### src/rtl/td0_pkg.sv
// ----------------------------------------------------------------------------
// td0_pkg
// Shared constants, codes and types of the TD(0) state value updater.
// ----------------------------------------------------------------------------
package td0_pkg;

  // value table
  localparam int NUM_STATES  = 1024;
  localparam int IDX_W       = $clog2(NUM_STATES);

  // item fields
  localparam int CMD_W       = 2;
  localparam int STATE_IDX_W = 10;
  localparam int VAL_W       = 32;
  localparam int ACT_W       = 8;

  // Q1.16 coefficients and datapath widths
  localparam int COEF_W      = 17;
  localparam int FRAC_W      = 16;
  localparam int ACC_W       = 36;                 // holds the TD error
  localparam int PROD_W      = ACC_W + COEF_W + 1; // signed acc times unsigned coef
  localparam int RND_W       = PROD_W - FRAC_W;

  // commands
  localparam logic [CMD_W-1:0] CMD_START = 2'd0;
  localparam logic [CMD_W-1:0] CMD_STEP  = 2'd1;
  localparam logic [CMD_W-1:0] CMD_READ  = 2'd2;

  // configuration registers
  localparam int CFG_IDX_W = 1;
  localparam logic [CFG_IDX_W-1:0] CFG_LEARN_RATE = 1'd0;
  localparam logic [CFG_IDX_W-1:0] CFG_DISCOUNT   = 1'd1;
  localparam logic [COEF_W-1:0]    LR_RESET       = 17'd6554;
  localparam logic [COEF_W-1:0]    DISC_RESET     = 17'd58982;

  // arithmetic unit operations
  localparam logic [2:0] AOP_HOLD      = 3'd0;
  localparam logic [2:0] AOP_LOAD_CUR  = 3'd1;
  localparam logic [2:0] AOP_LOAD_NEXT = 3'd2;
  localparam logic [2:0] AOP_MUL       = 3'd3;
  localparam logic [2:0] AOP_DIFF      = 3'd4;

  localparam logic COEF_SEL_GAMMA = 1'b0;
  localparam logic COEF_SEL_ALPHA = 1'b1;

  typedef struct packed {
    logic [2:0] op;
    logic       coef_sel;
  } arith_ctl_t;

endpackage

### src/rtl/td0_arith.sv
// ----------------------------------------------------------------------------
// td0_arith
// Shared multiply / round / add unit. One multiplier serves both the gamma
// and the alpha products; the saturated update comes off the product register.
// ----------------------------------------------------------------------------
module td0_arith (
  input  logic                              clk,
  input  td0_pkg::arith_ctl_t               ctl,
  input  logic signed [td0_pkg::VAL_W-1:0]  rd_data,
  input  logic signed [td0_pkg::VAL_W-1:0]  reward,
  input  logic [td0_pkg::COEF_W-1:0]        learn_rate,
  input  logic [td0_pkg::COEF_W-1:0]        discount,
  output logic signed [td0_pkg::VAL_W-1:0]  upd_value
);

  localparam int EXT_W = td0_pkg::ACC_W - td0_pkg::VAL_W;
  localparam int SUM_W = td0_pkg::RND_W + 1;

  logic signed [td0_pkg::VAL_W-1:0]  vcur;
  logic signed [td0_pkg::ACC_W-1:0]  acc;
  logic signed [td0_pkg::PROD_W-1:0] prod;

  logic [td0_pkg::COEF_W-1:0]        coef;
  logic signed [td0_pkg::COEF_W:0]   mul_b;
  logic [td0_pkg::PROD_W-1:0]        prod_rnd;
  logic [td0_pkg::RND_W-1:0]         rnd;
  logic [td0_pkg::ACC_W-1:0]         diff;
  logic [SUM_W-1:0]                  sum;
  logic [SUM_W-td0_pkg::VAL_W:0]     sum_hi;

  always_comb begin
    coef  = (ctl.coef_sel == td0_pkg::COEF_SEL_ALPHA) ? learn_rate : discount;
    mul_b = $signed({1'b0, coef});

    // round half up, then drop the fraction
    prod_rnd = prod + td0_pkg::PROD_W'(1 << (td0_pkg::FRAC_W - 1));
    rnd      = prod_rnd[td0_pkg::PROD_W-1:td0_pkg::FRAC_W];

    // gamma*V[next] + reward - V[cur]; fits in ACC_W, upper rnd bits are sign
    diff = rnd[td0_pkg::ACC_W-1:0]
         + {{EXT_W{reward[td0_pkg::VAL_W-1]}}, reward}
         - {{EXT_W{vcur[td0_pkg::VAL_W-1]}}, vcur};

    sum    = {rnd[td0_pkg::RND_W-1], rnd}
           + {{(SUM_W - td0_pkg::VAL_W){vcur[td0_pkg::VAL_W-1]}}, vcur};
    sum_hi = sum[SUM_W-1:td0_pkg::VAL_W-1];

    if (sum_hi == '0 || sum_hi == '1) begin
      upd_value = sum[td0_pkg::VAL_W-1:0];
    end else if (sum[SUM_W-1]) begin
      upd_value = {1'b1, {(td0_pkg::VAL_W-1){1'b0}}};
    end else begin
      upd_value = {1'b0, {(td0_pkg::VAL_W-1){1'b1}}};
    end
  end

  always_ff @(posedge clk) begin
    case (ctl.op)
      td0_pkg::AOP_HOLD: begin
      end
      td0_pkg::AOP_LOAD_CUR: begin
        vcur <= rd_data;
      end
      td0_pkg::AOP_LOAD_NEXT: begin
        acc <= {{EXT_W{rd_data[td0_pkg::VAL_W-1]}}, rd_data};
      end
      td0_pkg::AOP_MUL: begin
        prod <= acc * mul_b;
      end
      td0_pkg::AOP_DIFF: begin
        acc <= diff;
      end
      default: begin
      end
    endcase
  end

endmodule

### config.mk
export PLATFORM = sky130hd
export DESIGN_NAME = td0_arith
export DESIGN_NICKNAME = d
export VERILOG_FILES = /design/src/rtl/td0_pkg.sv /design/src/rtl/td0_arith.sv
export SDC_FILE = /design/constraint.sdc
export NUM_CORES = 2
export LEC_CHECK = 0
export BUFFER_PORTS_ARGS = -buffer_cell sky130_fd_sc_hd__buf_4
export CAP_MARGIN = 20
export CORE_MARGIN = 1
export CORE_UTILIZATION = 65
export CTS_BUF_LIST = sky130_fd_sc_hd__clkbuf_16
export DETAILED_ROUTE_END_ITERATION = 12
export PLACE_DENSITY = 0.81
export SLEW_MARGIN = 15
export SYNTH_ARGS = -nofsm -noshare
export SYNTH_HDL_FRONTEND = slang
export SYNTH_SLANG_ARGS = --single-unit
### constraint.sdc
create_clock -name clk -period 17.95 [get_ports clk]
set_input_delay 1.795 -clock clk [delete_from_list [all_inputs] [get_ports clk]]
set_output_delay 1.795 -clock clk [all_outputs]
set_load 0.02 [all_outputs]
# Word-level counts from Yosys, hierarchy flattened
# Index checks and enable logic that the tools add are counted.
[word_totals]
ff_bits = 122
inputBits = 103
wordCells = 20
[classes]
n_addsub = 4
multipliers = 1
eq_ne = 5
n_mux = 4
reduce_logical = 3
[ops]
columns = ["operator", "count"]
rows = [
  ["case mux 36 bit (2 select lines)", 1],
  ["2-to-1 mux 32 bit", 2],
  ["adder 54 x 17 -> 54 bit (second input constant)", 1],
  ["multiplier 36 x 18 -> 54 bit", 1],
  ["adder 38 x 32 -> 39 bit", 1],
  ["adder 36 bit", 1],
  ["subtractor 36 bit", 1],
  ["2-to-1 mux 17 bit", 1],
  ["equality test 8 bit (second input constant)", 1],
  ["zero test 8 bit", 1],
  ["equality test 3 x 2 -> 1 bit (second input constant)", 2],
  ["equality test 3 x 1 -> 1 bit (second input constant)", 1],
  ["equality test 3 bit (second input constant)", 1],
  ["nonzero test 2 bit", 1],
  ["logical OR 1 bit", 1],
]

# Depth between registers and ports, before layout
[logic_depth]
ltp_word = 5
mapped_depth = 28

# Worst setup path before layout
# Ideal clock, no wire load.
[synth_timing]
path_type = "input port to flip-flop"
startpoint = "input port ctl[0] in the netlist's numbering"
endpoint = "register prod[33] in the netlist's numbering, data pin"
setup_ns = 0.265
arrival_time_ns = 8.468
required_ns = 17.685
setup_slack_ns = 9.217
stages = 26
path_cell_list = "clkbuf_1 clkbuf_1 mux2_2 clkbuf_1 and2_1 fa_1 inv_1 fa_1 fa_1 inv_1 fa_1 fa_1 inv_1 fa_1 inv_1 ha_1 a21o_1 a21o_1 a21oi_1 nand3_1 a211o_1 a21oi_1 o21ai_0 a21oi_1 o21ai_0 xor2_1"
[synth_via]
elab_chain_len = 2
[synth_lines]
columns = ["item", "line_no", "rtl"]
rows = [
  ["start, declared", "td0_arith.sv:8", "input td0_pkg::arith_ctl_t ctl,"],
  ["2-to-1 mux 17 bit", "td0_arith.sv:32", "coef = (ctl.coef_sel == td0_pkg::COEF_SEL_ALPHA) ? learn_rate : discount;"],
  ["multiplier 36 x 18 -> 54 bit", "td0_arith.sv:68", "prod <= acc * mul_b;"],
  ["end signal, assigned", "td0_arith.sv:68", ""],
  ["end, declared", "td0_arith.sv:21", "logic signed [td0_pkg::PROD_W-1:0] prod;"],
]
# No other way between the ends.
# A chain may end at the register's enable or synchronous reset.

# Worst setup path after layout
[layout_timing]
startpoint = "input port ctl[0] in the netlist's numbering"
endpoint = "register prod[50] in the netlist's numbering, data pin"
# Same word-level chain as after synthesis.

==> metrics.txt <==
Post-DP HPWL=61.15 mm; full die area=0.04668 mm²; Synth async-reset ratio=0%; core box area=0.04528 mm²; Hold Buf Count CTS=0; number of iterations in the first detailed-routing pass=7; Setup TNS=0 ns; CTS Buf Count=9; Tot GR Track Use=34.18%; Detail Route Antenna Nets=0; detailed-route wire length=76.13 mm; sequential area share after synthesis=10.79%; Area growth syn-to-layout=5.512%; flops & latches, synth=107; # diodes=0; Final Util=69.40%; number of setup violations in the final report=0; Clock Tree Root=clkbuf_16; DR iter-0 viols=1701; Synth Net Count=4152; Port Buf Inserts=134; CP Max Fanout=36; Die W=216.1 µm; initial core utilization=65.77%; row cnt=78; Multi-input gate area=0.02344 mm²; Yosys cell types=74; CP Data Arrival Time=9.05 ns; max-slew violations=0; first-pass GRT wire length=125.0 mm; RSZ-0062 raised after global routing=false; Final Hold Viols=0; Clock Sinks=107; CTS tree=built; CP required=18.08 ns; Via-to-Cell Ratio=5.841; initial antenna violation count=0; die height=216.1 µm; Final #Nets=4179; WL per Instance=19.69 µm; total grt overflow=0; outcome=finished, final reports clean; largest net degree at the start of global routing=68; via count=22590; Post-synth EDFFs=107; fillers=3537; CTS resizes=0; layout cells sized above 1=6.887%; Synth Area per Inst=9.207 µm²; clk_lat worst skew=0.38 ns; final worst path period share=49.70%; Final Critical Period=8.922 ns; Main synth FF type=edfxtp_1; H-tree depth=3; crit path kind=primary input to flip-flop; Worst-Margin Slew=1.060 ns; Syn Inst Count=3235; Max-Cap Viols=0; fmax=112.1 MHz; HP Class=flip-flop to flip-flop; number of remaining DRC errors=0; Ports=135; YS warnings=0; nature of the critical path endpoint=flip-flop; CTS max path bufs=2; crit path launch type=primary input; number of global-route vias before repair=24530; clock slew at reported path FFs=0.08 ns; routability cong.=0.9670; synthesized area=0.02978 mm²; Register Area=0.003213 mm²; Final Skew=0.006708 ns; post-CTS setup repair buffer count=0; Slew headroom=29.19%
-- state kept, by name (all words and copies together), names as in the netlist --
signal,cells
prod,39
vcur,32
acc,36
-- placed cells by master (no fill, tap or decap), drive strengths merged, types with 6 or more instances in the layout --
cell type,synthesis,final
a211oi,12,12
ha,199,199
o31ai,6,6
edfxtp,107,107
nor3,17,17
and3,6,6
and2,183,183
o21bai,16,16
a21o,72,72
fa,615,615
nor2,54,54
mux2,16,16
xor2,59,59
xnor2,90,90
or3,6,6
o211ai,7,7
a21oi,122,122
nand3,47,47
inv,709,713
clkbuf,102,9
a31oi,21,21
o21ai,88,88
buf,25,143
and4,9,9
nand2b,11,11
nand2,454,454
nand4,23,23
nor2b,80,80
-- final timing paths --
check	startpoint	endpoint	slack, ns	cells after the start
worst max-delay path	ctl[0]	prod[50]	9.03	24
worst min-delay path	vcur[0]	acc[0]	0.94	3
worst max register to register	acc[11]	prod[50]	10.75	22
worst min register to register	vcur[0]	acc[0]	0.94	3
-- critical path, cell delays in order --
cell and delay [ns]:
buf_4 0.27, mux2_2 0.69, and2_1 0.33, fa_1 0.54, inv_1 0.06, fa_1 0.51
fa_1 0.52, inv_1 0.06, fa_1 0.44, fa_1 0.51, inv_1 0.05, fa_1 0.47
inv_1 0.04, ha_1 0.34, a21oi_1 0.15, o21ai_0 0.18, a22oi_1 0.36, nand4_1 0.28
and4b_1 0.34, o211a_1 0.31, nor2_1 0.21, o211ai_1 0.17, a31oi_1 0.27, xnor2_1 0.12
-- synth_stat cells, types with 54 or more instances --
master / instances / area (µm²)
a21o_1: 72 / 540.5
a21oi_1: 92 / 460.4
and2_1: 181 / 1132
clkbuf_1: 102 / 382.9
edfxtp_1: 107 / 3213
fa_1: 615 / 12310
ha_1: 199 / 2490
inv_1: 709 / 2661
nand2_1: 454 / 1704
nor2_1: 54 / 202.7
nor2b_1: 80 / 500.5
o21ai_0: 78 / 390.4
xnor2_1: 90 / 788.3
xor2_1: 59 / 516.8
-- cells by family after synthesis --
logic type / after synthesis / share of synthesized area, %
compound gates: 402 / 9.028
xor+xnor: 149 / 4.382
fa+ha+maj: 814 / 49.70
buf+inv: 836 / 10.67
flops: 107 / 10.79
mux: 19 / 0.7058
simple gates: 908 / 14.73
-- metal layers --
| layer | routed length (µm) | part of all wire, % | global-route usage [%] | vias up |
|---|---|---|---|---|
| met5 | 0 | 0 | 0 | - |
| met4 | 3252 | 4.3 | 12.79 | 0 |
| met3 | 4568 | 6.0 | 4.126 | 193 |
| met2 | 38590 | 51 | 59.38 | 890 |
| met1 | 29720 | 39 | 44.02 | 11510 |
| li1 | - | - | - | 9993 |
-- stage by stage --
step	std cells	setup slack, ns	instance area (µm²)	hold WS (ns)
floorplan	3235	9.217	29780	0.8137
global placement	3851	8.906	31130	0.9056
detailed placement	3851	8.751	31130	0.9217
CTS	3867	9.130	31430	0.9436
global route	3867	8.714	31430	0.9695
finish	3867	9.028	31430	0.9404
-- area by class of cell --
type | instances | area share, %
clock buffers | 9 | 0.7167
clock inverters | 7 | 0.2110
inverters | 709 | 8.469
multi-input cells | 2292 | 74.57
flip-flops and latches | 107 | 10.22
well taps | 600 | 2.389
repair buffers | 143 | 3.416
Power is left out: the tool's default activity adds up to more than one toggle a clock period on the data nets, which glitch-free logic cannot reach.
