<file path="src/rtl/td0_pkg.sv">
// ----------------------------------------------------------------------------
// td0_pkg
// Shared constants, codes and types of the TD(0) state value updater.
// ----------------------------------------------------------------------------
package td0_pkg;

  // value table
  localparam int NUM_STATES  = 1024;
  localparam int IDX_W       = $clog2(NUM_STATES);

  // item fields
  localparam int CMD_W       = 2;
  localparam int STATE_IDX_W = 10;
  localparam int VAL_W       = 32;
  localparam int ACT_W       = 8;

  // Q1.16 coefficients and datapath widths
  localparam int COEF_W      = 17;
  localparam int FRAC_W      = 16;
  localparam int ACC_W       = 36;                 // holds the TD error
  localparam int PROD_W      = ACC_W + COEF_W + 1; // signed acc times unsigned coef
  localparam int RND_W       = PROD_W - FRAC_W;

  // commands
  localparam logic [CMD_W-1:0] CMD_START = 2'd0;
  localparam logic [CMD_W-1:0] CMD_STEP  = 2'd1;
  localparam logic [CMD_W-1:0] CMD_READ  = 2'd2;

  // configuration registers
  localparam int CFG_IDX_W = 1;
  localparam logic [CFG_IDX_W-1:0] CFG_LEARN_RATE = 1'd0;
  localparam logic [CFG_IDX_W-1:0] CFG_DISCOUNT   = 1'd1;
  localparam logic [COEF_W-1:0]    LR_RESET       = 17'd6554;
  localparam logic [COEF_W-1:0]    DISC_RESET     = 17'd58982;

  // arithmetic unit operations
  localparam logic [2:0] AOP_HOLD      = 3'd0;
  localparam logic [2:0] AOP_LOAD_CUR  = 3'd1;
  localparam logic [2:0] AOP_LOAD_NEXT = 3'd2;
  localparam logic [2:0] AOP_MUL       = 3'd3;
  localparam logic [2:0] AOP_DIFF      = 3'd4;

  localparam logic COEF_SEL_GAMMA = 1'b0;
  localparam logic COEF_SEL_ALPHA = 1'b1;

  typedef struct packed {
    logic [2:0] op;
    logic       coef_sel;
  } arith_ctl_t;

endpackage

</file>
<file path="src/rtl/td0_ctrl.sv">
// ----------------------------------------------------------------------------
// td0_ctrl
// Item sequencer: takes an item, steps the memory and the arithmetic unit,
// tracks the current state index and holds the result register.
// ----------------------------------------------------------------------------
module td0_ctrl (
  input  logic                                clk,
  input  logic                                rst,
  // input channel
  input  logic                                in_valid,
  output logic                                in_stall,
  input  logic [td0_pkg::CMD_W-1:0]           cmd,
  input  logic [td0_pkg::STATE_IDX_W-1:0]     state_index,
  input  logic signed [td0_pkg::VAL_W-1:0]    reward,
  input  logic [td0_pkg::ACT_W-1:0]           action_count,
  // output channel
  output logic                                out_valid,
  input  logic                                out_stall,
  output logic signed [td0_pkg::VAL_W-1:0]    value,
  output logic                                episode_end,
  // memory
  input  logic                                clear_busy,
  output logic                                rd_en,
  output logic [td0_pkg::IDX_W-1:0]           rd_addr,
  input  logic signed [td0_pkg::VAL_W-1:0]    rd_data,
  output logic                                wr_en,
  output logic [td0_pkg::IDX_W-1:0]           wr_addr,
  output logic signed [td0_pkg::VAL_W-1:0]    wr_data,
  // arithmetic unit
  output td0_pkg::arith_ctl_t                 actl,
  output logic signed [td0_pkg::VAL_W-1:0]    reward_q,
  input  logic signed [td0_pkg::VAL_W-1:0]    upd_value
);

  localparam logic [3:0] S_IDLE    = 4'd0;
  localparam logic [3:0] S_READ    = 4'd1;
  localparam logic [3:0] S_RD_NEXT = 4'd2;
  localparam logic [3:0] S_LD_NEXT = 4'd3;
  localparam logic [3:0] S_MUL_G   = 4'd4;
  localparam logic [3:0] S_DIFF    = 4'd5;
  localparam logic [3:0] S_MUL_U   = 4'd6;
  localparam logic [3:0] S_WRITE   = 4'd7;
  localparam logic [3:0] S_DONE    = 4'd8;

  logic [3:0]                       state;
  logic [3:0]                       state_next;
  logic [td0_pkg::IDX_W-1:0]        cur_index;
  logic [td0_pkg::IDX_W-1:0]        idx_q;
  logic [td0_pkg::ACT_W-1:0]        actions_q;
  logic signed [td0_pkg::VAL_W-1:0] res;
  logic                             end_q;

  logic                             accept;
  logic                             idx_ok;
  logic [td0_pkg::IDX_W-1:0]        in_idx;
  logic                             out_free;

  always_comb begin
    in_stall = (state != S_IDLE) || clear_busy;
    accept   = in_valid && !in_stall;
    idx_ok   = 32'(state_index) < 32'(td0_pkg::NUM_STATES);
    in_idx   = td0_pkg::IDX_W'(state_index);
    out_free = !out_valid || !out_stall;

    rd_en   = 1'b0;
    rd_addr = in_idx;
    if (accept) begin
      rd_en   = 1'b1;
      rd_addr = (cmd == td0_pkg::CMD_STEP) ? cur_index : in_idx;
    end else if (state == S_RD_NEXT) begin
      rd_en   = 1'b1;
      rd_addr = idx_q;
    end

    wr_en   = (state == S_WRITE);
    wr_addr = cur_index;
    wr_data = upd_value;

    actl.op       = td0_pkg::AOP_HOLD;
    actl.coef_sel = td0_pkg::COEF_SEL_GAMMA;
    state_next    = state;
    case (state)
      S_IDLE: begin
        if (accept) begin
          if (!idx_ok) begin
            state_next = S_DONE;
          end else begin
            case (cmd)
              td0_pkg::CMD_START: state_next = S_READ;
              td0_pkg::CMD_READ:  state_next = S_READ;
              td0_pkg::CMD_STEP:  state_next = S_RD_NEXT;
              default:            state_next = S_DONE;
            endcase
          end
        end
      end
      S_READ: begin
        state_next = S_DONE;
      end
      S_RD_NEXT: begin
        actl.op    = td0_pkg::AOP_LOAD_CUR;
        state_next = S_LD_NEXT;
      end
      S_LD_NEXT: begin
        actl.op    = td0_pkg::AOP_LOAD_NEXT;
        state_next = S_MUL_G;
      end
      S_MUL_G: begin
        actl.op    = td0_pkg::AOP_MUL;
        state_next = S_DIFF;
      end
      S_DIFF: begin
        actl.op    = td0_pkg::AOP_DIFF;
        state_next = S_MUL_U;
      end
      S_MUL_U: begin
        actl.op       = td0_pkg::AOP_MUL;
        actl.coef_sel = td0_pkg::COEF_SEL_ALPHA;
        state_next    = S_WRITE;
      end
      S_WRITE: begin
        state_next = S_DONE;
      end
      S_DONE: begin
        if (out_free) begin
          state_next = S_IDLE;
        end
      end
      default: begin
        state_next = S_IDLE;
      end
    endcase
  end

  always_ff @(posedge clk) begin
    if (rst) begin
      state     <= S_IDLE;
      cur_index <= '0;
      out_valid <= 1'b0;
    end else begin
      state <= state_next;
      if (accept && idx_ok && cmd == td0_pkg::CMD_START) begin
        cur_index <= in_idx;
      end
      if (state == S_WRITE) begin
        cur_index <= idx_q;
      end
      if (state == S_DONE && out_free) begin
        out_valid <= 1'b1;
      end else if (!out_stall) begin
        out_valid <= 1'b0;
      end
    end
  end

  // payload registers
  always_ff @(posedge clk) begin
    if (accept) begin
      idx_q     <= in_idx;
      actions_q <= action_count;
      reward_q  <= reward;
      res       <= '0;
      end_q     <= 1'b0;
    end
    if (state == S_READ) begin
      res <= rd_data;
    end
    if (state == S_WRITE) begin
      res   <= upd_value;
      end_q <= (actions_q == '0);
    end
    if (state == S_DONE && out_free) begin
      value       <= res;
      episode_end <= end_q;
    end
  end

endmodule

</file>
<file path="config.mk">
export PLATFORM = sky130hd
export DESIGN_NAME = td0_ctrl
export DESIGN_NICKNAME = d
export VERILOG_FILES = /design/src/rtl/td0_pkg.sv /design/src/rtl/td0_ctrl.sv
export SDC_FILE = /design/constraint.sdc
export NUM_CORES = 1
export LEC_CHECK = 0
export ABC_CLOCK_PERIOD_IN_PS = 3200
export BUFFER_PORTS_ARGS = -buffer_cell sky130_fd_sc_hd__buf_2
export CAP_MARGIN = 20
export CORE_MARGIN = 5
export CORE_UTILIZATION = 42
export CTS_CLUSTER_DIAMETER = 60
export DETAILED_ROUTE_END_ITERATION = 8
export GPL_TIMING_DRIVEN = 0
export PLACE_DENSITY_LB_ADDON = 0.15
export SYNTH_ARGS = -nofsm -noshare
export SYNTH_HDL_FRONTEND = slang
export SYNTH_SLANG_ARGS = --single-unit
</file>
<file path="constraint.sdc">
create_clock -name clk -period 3.2 [get_ports clk]
set_input_delay 0.16 -clock clk [delete_from_list [all_inputs] [get_ports clk]]
set_output_delay 0.16 -clock clk [all_outputs]
set_load 0.02 [all_outputs]
</file>
== Word-level counts from Yosys, hierarchy flattened ==
Index checks and enable logic that the tools add are counted.
Word-level totals
  memory bits (read-only): 0
  logic and storage cells: 62
  RAM bits: 0
  flip-flop bits (word level): 131
  output and inout port bits: 125
  bits of input ports: 121
  bits in latches: 0
  memories kept: 0
Operators by class
  $add $sub $neg: 0
  muxes and demuxes: 20
  divide/modulo/power cells: 0
  $mul: 0
  bitwise operators: 0
  reductions and logical operators: 19
  shift-type cells: 0
  equality and inequality tests: 13
  order comparisons: 0
Operator list (count)
  $mux W32: 3
  $mux W10: 5
  $pmux W4 S8: 1
  $eq A4 B3 Y1 const B: 4
  $pmux W3 S4: 1
  $eq A4 B2 Y1 const B: 2
  $logic_not A8 Y1: 1
  $mux W4: 2
  $pmux W4 S2: 1
  $mux W1: 7
  $reduce_or A2 Y1: 3
  $eq A4 B1 Y1 const B: 1
  $eq A4 B4 Y1 const B: 1
  $logic_not A4 Y1: 1
  $ne A2 B2 Y1 const B: 2
  $reduce_bool A2 Y1: 2
  $reduce_bool A4 Y1: 1
  $logic_and A1 B1 Y1: 3
  $logic_not A1 Y1: 3
  $reduce_bool A3 Y1: 1
  $eq A2 B1 Y1 const B: 1
  $eq A2 B2 Y1 const B: 1
  $logic_not A2 Y1: 1
  $logic_or A1 B1 Y1: 2
  other kinds (2): 2

== Longest topological paths before layout ==
Gate-level depths: netlist of the first run.
  depth after elaboration: 7
  depth in mapped cells: 6
  mapped depth without buffers: 4

== Least setup slack after synthesis of the first run ==
Ideal clock, no wire load.
  path kind: register -> register
  start point: register state[3]
  end point: register episode_end (enable)
  cell stages (with the launch flop): 4
  library setup time: 0.434 ns
  period minus slack after synthesis: 2.949 ns
  arrival: 2.515 ns
  buffers on the path: 1
  setup slack: 0.251 ns
  required time: 2.766 ns
  cells stage by stage: dfxtp_1 -> clkbuf_1 -> nand3b_1 -> a21oi_1
On the way
  cells in the longest elaborated chain, start to end: 2
Ends and longest elaborated chain
  start: declaration: RTL line td0_ctrl.sv:45  | logic [3:0] state;
  start signal: assignment: RTL line td0_ctrl.sv:141  | state <= state_next;
  $eq A4 B4 Y1: RTL line td0_ctrl.sv:172  | if (state == S_DONE && out_free) begin
  $logic_and A1 B1 Y1: RTL line td0_ctrl.sv:172
  end signal: assignment: RTL line td0_ctrl.sv:174  | episode_end <= end_q;
  end: declaration: RTL line td0_ctrl.sv:20  | output logic episode_end,
No other way between the ends.
A chain may end at the register's enable or synchronous reset.

== Final worst setup path of the first run ==
  start point: register state[1]
  end point: output rd_addr[5] in the netlist's numbering
On the way
  cells in the longest elaborated chain, start to end: 5
  elaborated cells on any way between the ends: 7
  those cells by class: 1 x eq/ne; 2 x mux; 4 x reduce/logical
Ends and longest elaborated chain
  $reduce_bool A4 Y1: RTL line td0_ctrl.sv:59  | in_stall = (state != S_IDLE) || clear_busy;
  $logic_or A1 B1 Y1: RTL line td0_ctrl.sv:59
  $logic_not A1 Y1: RTL line td0_ctrl.sv:60  | accept = in_valid && !in_stall;
  $logic_and A1 B1 Y1: RTL line td0_ctrl.sv:60
  $mux W10 (*): RTL line td0_ctrl.sv:67  | if (accept) begin
  end: declaration: RTL line td0_ctrl.sv:24  | output logic [td0_pkg::IDX_W-1:0] rd_addr,
Mark *: on every way between the ends. The rest lies on a longest branch, timed or not.

==> results of run 1 <==
[worst paths after layout]
check	cells past startpoint	startpoint	slack, ns	end
max reg2reg	6	state[1]	0.85	res[29]
min reg2reg	0	res[23]	0.42	value[23]
max	6	state[1]	0.83	rd_addr[5]
min	2	rd_data[4]	0.04	res[4]
[power by group]
| group | internal (mW) | switching, mW | leakage (nW) |
|---|---|---|---|
| sequential | 1.98 | 0.0301 | 1.21 |
| clock | 1.38 | 0.696 | 0.306 |
| combinational | 0.241 | 0.301 | 1.85 |
[layout make-up]
| type | count | area [sq um] | share of cell area |
|---|---|---|---|
| Clock buffer | 18 | 429 | 0.0551 |
| Inverter | 3 | 11.3 | 0.00145 |
| Timing Repair Buffer | 300 | 1810 | 0.233 |
| Clock inverter | 14 | 209 | 0.0268 |
| Sequential cell | 131 | 3780 | 0.486 |
| Buffer | 50 | 339 | 0.0435 |
| Multi-Input combinational cell | 126 | 1020 | 0.131 |
| Tap cell | 147 | 184 | 0.0236 |
[per-layer routing]
layer  track usage  vias to the layer above  wire (um)
li1              -                     1853          -
met1         0.215                     1887       5420
met2         0.332                      182       7300
met3        0.0617                       16       1030
met4        0.0708                        0        191
met5             0                        -          0
[cells in the mapped netlist (2+ instances only)]
| cell | number | share of area |
|---|---|---|
| buf_2 | 7 | 0.0068 |
| dfxtp_1 | 15 | 0.058 |
| buf_6 | 2 | 0.0044 |
| nor4b_1 | 2 | 0.0034 |
| nor3_1 | 2 | 0.0019 |
| nor4_1 | 2 | 0.0024 |
| o21a_1 | 10 | 0.015 |
| a22o_1 | 32 | 0.055 |
| mux2i_1 | 10 | 0.019 |
| edfxtp_1 | 116 | 0.68 |
| a221oi_1 | 10 | 0.017 |
| nand2_1 | 6 | 0.0044 |
| buf_4 | 34 | 0.050 |
| inv_1 | 2 | 0.0015 |
| a21oi_1 | 4 | 0.0039 |
| nor2_1 | 14 | 0.010 |
| o32a_1 | 10 | 0.019 |
| nand4bb_1 | 2 | 0.0044 |
| clkbuf_1 | 7 | 0.0051 |
[flip-flops by register name, indices dropped and copies added (netlist names)]
signal,flops
end_q,1
actions_q,8
state,4
res,32
wr_addr,10
idx_q,10
value,32
reward_q,32
out_valid,1
episode_end,1
[worst register-to-register path: stages, from the launching register on]
cell	delay, ns
dfxtp_1	0.33
buf_4	0.17
nand4b_1	0.25
inv_2	0.30
buf_2	0.31
a211o_1	0.45
buf_16	0.24
[cell families (layout without fill, tap and decap cells)]
logic type | count (synthesis) | after routing | synth area share
AO/OA/AOI/OAI | 73 | 73 | 0.124
XOR/XNOR | 1 | 1 | 0.00170
buffers and inverters | 53 | 385 | 0.0681
flip-flops | 131 | 131 | 0.736
multiplexers | 11 | 11 | 0.0217
AND/OR/NAND/NOR | 41 | 41 | 0.0489
==> summary.txt, run 1 <==
status: complete, no violations
sum of negative setup slack: 0 ns
Hold Path Class: in -> reg
CTS max path bufs: 2
NumNets Final: 750
Crit-path slowest cell: or4b_1
Final WS setup: 0.827 ns
Initial DRC Count: 132
Hold Vio Cnt, Final: 0
CTS buffer count: 17
Final min period: 2.37 ns
Netlist Area Pre-Place: 5140 sq um
Root Buffer: clkbuf_16
most frequent cells in the layout: buf_2, edfxtp_1, dlygate4sd3_1, buf_4, a22o_1
port bufs: 245
hold_ws: 0.0386 ns
clock sinks: 131
Worst EP arrival: 2.21 ns
TritonCTS clock tree: yes
Avg WL per Cell: 17.7 um
design area: 7790 sq um
later-pin clock latency in the skew report: 0.41 ns
most common cell after layout, fill and taps aside: buf_2
DRC: 0
Tot Pwr: 4.63 mW
Rel. slew slack: 0.527
fraction of final layout cells sized beyond drive strength 1: 0.511
number of fill cells in the layout: 896
placed cell areas: 6630 sq um
dominant synthesized flop cell: edfxtp_1
EDFF count, synth: 116
max frequency: 421 MHz
antenna violations before repair: 0
post-CTS setup buffer count: 0
skew final: 0.00903 ns
unrepaired setup endpoints after global routing: no
wire length of the first global-routing pass: 21100 um
Post-Layout Cell Count: 789
crit path cell chain: buf_4 -> or4b_1 -> clkbuf_1 -> o32a_1 -> o21a_1 -> buf_2
Yosys warning count: 0
I/O pin cnt: 246
vias in the first global route: 4031
max cap viols: 0
worst slew pin tran: 0.710 ns
die area: 14600 sq um
Worst Setup Start Kind: flip-flop
largest net degree at the start of global routing: 37
Yosys reg bits: 131
critical path data required time: 3.04 ns
syn nets: 431
Inserted Diodes: 0
drt total wl: 13900 um
# resized after CTS: 0
kind of critical path: reg -> out
Die Ht: 121 um
Cell Rows: 40
synthesized area per cell: 16.6 sq um
placed instance count: 705
Setup violations, final: 0
Post-CTS Hold Buffers: 52
hpwl dp: 9860 um
total iterations of the first detailed-routing run: 4
total global-route track usage: 0.189
Crit path largest cell delay: 0.48 ns
worst-path maximum fanout: 10
core box area: 12000 sq um
Leak: 3.37 nW
number of routed nets with antenna violations: 0
fin crit share: 0.742
grt ovf: 0
CP delay by family, top: buffers and inverters
Initial Util: 0.428
Syn-to-layout area delta: 51.5%
Max IR drop VDD: 0.363 mV
PD cells: 595 nW/um^2
RD Place Congestion: 0.804
vias: 3938
clk slew on worst S/H paths: 0.05 ns
Place WS: 0.830 ns
register area share after synthesis: 0.736
CP endpoint kind: output port
Worst Path Buf+Inv: 3
Max Slew Vio Count: 0
Netlist cell types: 42
vias per inst: 4.99
H-Tree Depth: 4
Post-synth ARST share: 0
Die W: 121 um
Core Util, Final: 0.648
synthesized instance count: 310
No activity file was read; power rests on OpenSTA's default activity.
==> run 2, diff against run 1 <==
--- a/config.mk
+++ b/config.mk
@@ -5,11 +5,11 @@
 export SDC_FILE = /design/constraint.sdc
 export NUM_CORES = 1
 export LEC_CHECK = 0
-export ABC_CLOCK_PERIOD_IN_PS = 3200
+export ABC_CLOCK_PERIOD_IN_PS = 2300
 export BUFFER_PORTS_ARGS = -buffer_cell sky130_fd_sc_hd__buf_2
 export CAP_MARGIN = 20
 export CORE_MARGIN = 5
-export CORE_UTILIZATION = 42
+export CORE_UTILIZATION = 44
 export CTS_CLUSTER_DIAMETER = 60
 export DETAILED_ROUTE_END_ITERATION = 8
 export GPL_TIMING_DRIVEN = 0
==> constraint.sdc (replaced) <==
create_clock -name clk -period 2.3 [get_ports clk]
set_input_delay 0.115 -clock clk [delete_from_list [all_inputs] [get_ports clk]]
set_output_delay 0.115 -clock clk [all_outputs]
set_load 0.02 [all_outputs]
==> summary.txt, run 2 (synthesis results as in run 1) <==
crit path cell chain: buf_6 -> or4_4 -> buf_6 -> o32a_1 -> o21a_1 -> buf_2
max frequency: 450 MHz
Hold Vio Cnt, Final: 0 (unchanged)
Syn-to-layout area delta: 52.1%
Max Slew Vio Count: 0 (unchanged)
Setup violations, final: 0 (unchanged)
number of routed nets with antenna violations: 0 (unchanged)
Worst Path Buf+Inv: 3 (unchanged)
Hold Path Class: in -> reg
worst slew pin tran: 0.718 ns (+0.00848 ns)
cell mode on critical path: buf_6
placed instance count: 700 (-0.71%)
DRC: 0 (unchanged)
vias per inst: 4.88 (-2.2%)
hpwl dp: 9610 um (-2.5%)
Die Ht: 118 um (-2.1%)
Avg WL per Cell: 17.5 um (-0.84%)
Crit-path slowest cell: or4_4
sum of negative setup slack: 0 ns (unchanged)
Root Buffer: clkbuf_16
Worst EP arrival: 2.11 ns (-0.10 ns)
fin crit share: 0.966
Cell Rows: 39 (-2.5%)
most frequent cells in the layout: buf_2, edfxtp_1, dlygate4sd3_1, buf_4, a22o_1
NumNets Final: 760 (+1.3%)
status: complete, no violations
vias in the first global route: 4113 (+2.0%)
Rel. slew slack: 0.520 (-0.00691)
top flop regs: res (32), reward_q (32), value (32)
skew final: 0.00866 ns (-0.000374 ns)
max cap viols: 0 (unchanged)
wire length of the first global-routing pass: 21500 um (+2.0%)
CP delay by family, top: simple AND/OR/NAND/NOR gates
vias: 3885 (-1.3%)
Worst Setup Start Kind: flip-flop
later-pin clock latency in the skew report: 0.41 ns (about the same)
RD Place Congestion: 0.832 (+3.5%)
unrepaired setup endpoints after global routing: no
number of fill cells in the layout: 824 (-8.0%)
TritonCTS clock tree: yes
I/O pin cnt: 246 (unchanged)
die area: 13900 sq um (-4.2%)
critical path data required time: 2.18 ns (-0.86 ns)
drt total wl: 13900 um (about the same)
Die W: 118 um (-2.1%)
clock sinks: 131 (unchanged)
core box area: 11400 sq um (-4.9%)
total global-route track usage: 0.198 (+0.00874)
clk slew on worst S/H paths: 0.05 ns (about the same)
Post-Layout Cell Count: 796 (+0.89%)
Crit path largest cell delay: 0.51 ns (+0.03 ns)
worst-path maximum fanout: 10 (unchanged)
largest net degree at the start of global routing: 31 (-16%)
CTS max path bufs: 2 (unchanged)
kind of critical path: reg -> out
Core Util, Final: 0.685 (+0.0362)
CTS buffer count: 17 (unchanged)
most common cell after layout, fill and taps aside: buf_2
PD cells: 790 nW/um^2 (+33%)
total iterations of the first detailed-routing run: 4 (unchanged)
Leak: 3.36 nW (-0.15%)
Max IR drop VDD: 0.576 mV (+58%)
CP endpoint kind: output port
Initial DRC Count: 179 (+36%)
grt ovf: 0 (unchanged)
H-Tree Depth: 4 (unchanged)
Initial Util: 0.450 (+0.0222)
fraction of final layout cells sized beyond drive strength 1: 0.500 (-0.0109)
Final min period: 2.22 ns
port bufs: 245 (unchanged)
antenna violations before repair: 0 (unchanged)
run 2: worst reg2reg max path, delay by kind of cell (launching register included):
kind                   cells  cell delay [ns]
buffers and inverters      4             0.95
DFF                        1             0.32
AOI/OAI and AO/OA          1             0.30
and+or+nand+nor            1             0.24
run 2: power breakdown:
part	leakage (nW)	switching, mW	total [mW]	internal (mW)
clock network	0.274	0.929	2.61	1.68
logic	1.88	0.419	0.762	0.343
registers	1.21	0.0414	2.80	2.76
total	3.36	1.39	6.18	4.79
run 2: routing by layer:
layer  vias to the layer above  share of wire  track usage
li1                       1869              -            -
met1                      1845           0.37        0.220
met2                       155           0.55        0.350
met3                        16          0.066       0.0673
met4                         0          0.015       0.0731
met5                         -              0            0
run 2: repair_timing:
item,CTS,global route
buffers inserted,0,0
hold endpoints to repair,63,1
resized for setup,3,1
setup endpoints to repair,81,8
hold buffers,61,1
cloned,1,0
run 2: cell type report:
cell class	instances	area [sq um]	area share
diodes	1	2.50	0.000320
plain buffers	50	340	0.0435
clock buffers	20	437	0.0559
clock inverters	12	139	0.0178
inverters	3	15.0	0.00192
multi-input cells	126	1020	0.130
flip-flops and latches	131	3780	0.484
well taps	143	179	0.0229
repair buffers	309	1890	0.242
repair inverters	1	7.51	0.000960
run 2: path summary, 6_finish.rpt:
path                     from         end  slack [ns]  cells past startpoint
setup / recovery     state[0]  rd_addr[6]        0.08                      6
hold / removal    rd_data[20]     res[20]        0.02                      2
setup reg to reg     state[1]     res[31]        0.17                      6
hold reg to reg        res[6]    value[6]        0.42                      0
run 2: through the flow:
step                hold WS (ns)  power [mW]  worst slack [ns]  cell area (sq um)
floorplan                  0.194        3.22            0.0749               5150
global placement           0.292        3.49            -0.444               6550
detailed placement         0.293        3.53           -0.0200               6610
CTS                     0.000929        6.22            0.0663               7800
global route            0.000122        6.42           0.00479               7820
finish                    0.0151        6.18            0.0779               7820
==> run 3, diff against run 2 <==
--- a/config.mk
+++ b/config.mk
@@ -10,10 +10,12 @@
 export CAP_MARGIN = 20
 export CORE_MARGIN = 5
 export CORE_UTILIZATION = 44
+export CTS_BUF_LIST = sky130_fd_sc_hd__clkbuf_4 sky130_fd_sc_hd__clkbuf_8
 export CTS_CLUSTER_DIAMETER = 60
 export DETAILED_ROUTE_END_ITERATION = 8
 export GPL_TIMING_DRIVEN = 0
 export PLACE_DENSITY_LB_ADDON = 0.15
+export SLEW_MARGIN = 30
 export SYNTH_ARGS = -nofsm -noshare
 export SYNTH_HDL_FRONTEND = slang
 export SYNTH_SLANG_ARGS = --single-unit
==> summary.txt, run 3 (synthesis results as in run 1) <==
clock sinks: 131 (unchanged)
PD cells: 684 nW/um^2 (-13%)
vias: 4186 (+7.7%)
Hold Vio Cnt, Final: 0 (unchanged)
Cell Rows: 39 (unchanged)
antenna violations before repair: 3 (+3)
Gate power share: 0.150 (+0.027)
DRC: 0 (unchanged)
Root Buffer: clkbuf_8
RD Place Congestion: 0.832 (unchanged)
vias in the first global route: 4464 (+8.5%)
clk slew on worst S/H paths: 0.07 ns (+0.02 ns)
Hold Path Class: in -> reg
hold_ws: 0.00997 ns (-0.00513 ns)
worst slew pin tran: 0.804 ns (+0.0857 ns)
placed cell areas: 6650 sq um (+0.55%)
Max IR drop VDD: 0.562 mV (-2.4%)
Initial Util: 0.450 (unchanged)
Leak: 3.53 nW (+4.9%)
wire length of the first global-routing pass: 23100 um (+7.3%)
skew final: 0.0106 ns (+0.00197 ns)
number of routed nets with antenna violations: 0 (unchanged)
Die Ht: 118 um (unchanged)
die area: 13900 sq um (unchanged)
Final min period: 2.27 ns (+0.0511 ns)
H-Tree Depth: 4 (unchanged)
core box area: 11400 sq um (unchanged)
internal power: 4.27 mW (-11%)
fin crit share: 0.988 (+0.0222)
Rel. slew slack: 0.463 (-0.0573)
I/O pin cnt: 246 (unchanged)
max cap viols: 0 (unchanged)
unrepaired setup endpoints after global routing: yes
Post-Layout Cell Count: 847 (+6.4%)
Initial DRC Count: 230 (+28%)
Setup violations, final: 0 (unchanged)
P_sw: 1.33 mW (-4.4%)
most common cell after layout, fill and taps aside: buf_2
total iterations of the first detailed-routing run: 5 (+1)
vias per inst: 4.94 (+1.3%)
design area: 8180 sq um (+4.7%)
max frequency: 440 MHz (-2.2%)
worst-path maximum fanout: 10 (unchanged)
total global-route track usage: 0.212 (+0.0134)
Tot Pwr: 5.60 mW (-9.4%)
Clock Power Share: 0.350 (-0.073)
Avg WL per Cell: 17.7 um (+0.79%)
Syn-to-layout area delta: 59.2%
TritonCTS clock tree: yes
Max Slew Vio Count: 0 (unchanged)
Worst EP arrival: 2.16 ns (+0.05 ns)
CTS buffer count: 17 (unchanged)
sum of negative setup slack: 0 ns (unchanged)
switching share of power: 0.237 (+0.0125)
largest net degree at the start of global routing: 33 (+6.5%)
CP endpoint kind: output port
fraction of final layout cells sized beyond drive strength 1: 0.479 (-0.0207)
critical path data required time: 2.18 ns (about the same)
kind of critical path: reg -> out
top flop regs: res (32), reward_q (32), value (32)
Die W: 118 um (unchanged)
Reg power frac: 0.500 (+0.046)
placed instance count: 701 (+0.14%)
CTS max path bufs: 2 (unchanged)
grt ovf: 0 (unchanged)
Worst Setup Start Kind: flip-flop
most frequent cells in the layout: buf_2, edfxtp_1, dlygate4sd3_1, buf_4, a22o_1
port bufs: 245 (unchanged)
NumNets Final: 809 (+6.4%)
drt total wl: 15000 um (+7.2%)
hpwl dp: 9730 um (+1.3%)
later-pin clock latency in the skew report: 0.44 ns (+0.03 ns)
status: complete, no violations
run 3: cell count changes in the layout (fill, tap and decap cells not counted), sizes merged:
cell         change
buf              +4
clkbuf           +1
clkinv           -1
clkinvlp         -1
diode            +2
dlygate4sd3     +46
run 3: final cells by class:
type	count	area, sq um
sequential	131	3780
fill	766	3230
timing repair buffer	359	2410
multi-input combinational	126	1040
buffer	50	343
clock buffer	21	264
tap	143	179
clock inverter	11	136
inverter	3	17.5
antenna	3	7.51
run 3: repair_timing:
action	CTS	global route
setup buffers	0	3
resized for setup	2	7
endpoints found under the hold margin	84	2
pin swaps	0	1
hold buffers	106	2
setup endpoints to repair	41	33
run 3: path summary, 6_finish.rpt:
path | endpoint | slack (ns) | cells after the start | startpoint
setup / recovery | rd_addr[2] | 0.03 | 5 | state[3]
hold / removal | res[9] | 0.01 | 2 | upd_value[9]
setup reg to reg | res[0] | 0.09 | 4 | state[2]
hold reg to reg | value[2] | 0.41 | 0 | res[2]
run 3: stage by stage:
| stage | setup WS (ns) | utilization |
|---|---|---|
| final | 0.0267 | 0.717 |
| after global routing | -0.0555 | 0.717 |
| after CTS | 0.0177 | 0.711 |
| after detailed placement | -0.0507 | 0.582 |
| after global placement | -0.444 | 0.574 |
| after floorplan | 0.0749 | - |
run 3: critical path, stage by stage, from the launching register on:
cell and delay [ns]:
dfxtp_1 0.39, or4_4 0.57, buf_6 0.17, o32a_1 0.33, o21a_1 0.11, buf_2 0.16
run 3: layer usage:
metal  part of all wire  GRT usage  up-vias
met5                  0          0        -
met4              0.028      0.104        0
met3              0.062     0.0605       39
met2               0.54      0.374      187
met1               0.37      0.230     1994
li1                   -          -     1966
run 3: power groups by stage:
stage	sequential [mW]	combinational (mW)	clock [mW]
4_1_cts	2.80	0.830	1.99
3_3_place_gp	2.85	0.646	0
6_report	2.80	0.841	1.96
2_1_floorplan	2.92	0.300	0
5_1_grt	2.81	0.899	2.10
3_5_place_dp	2.85	0.682	0
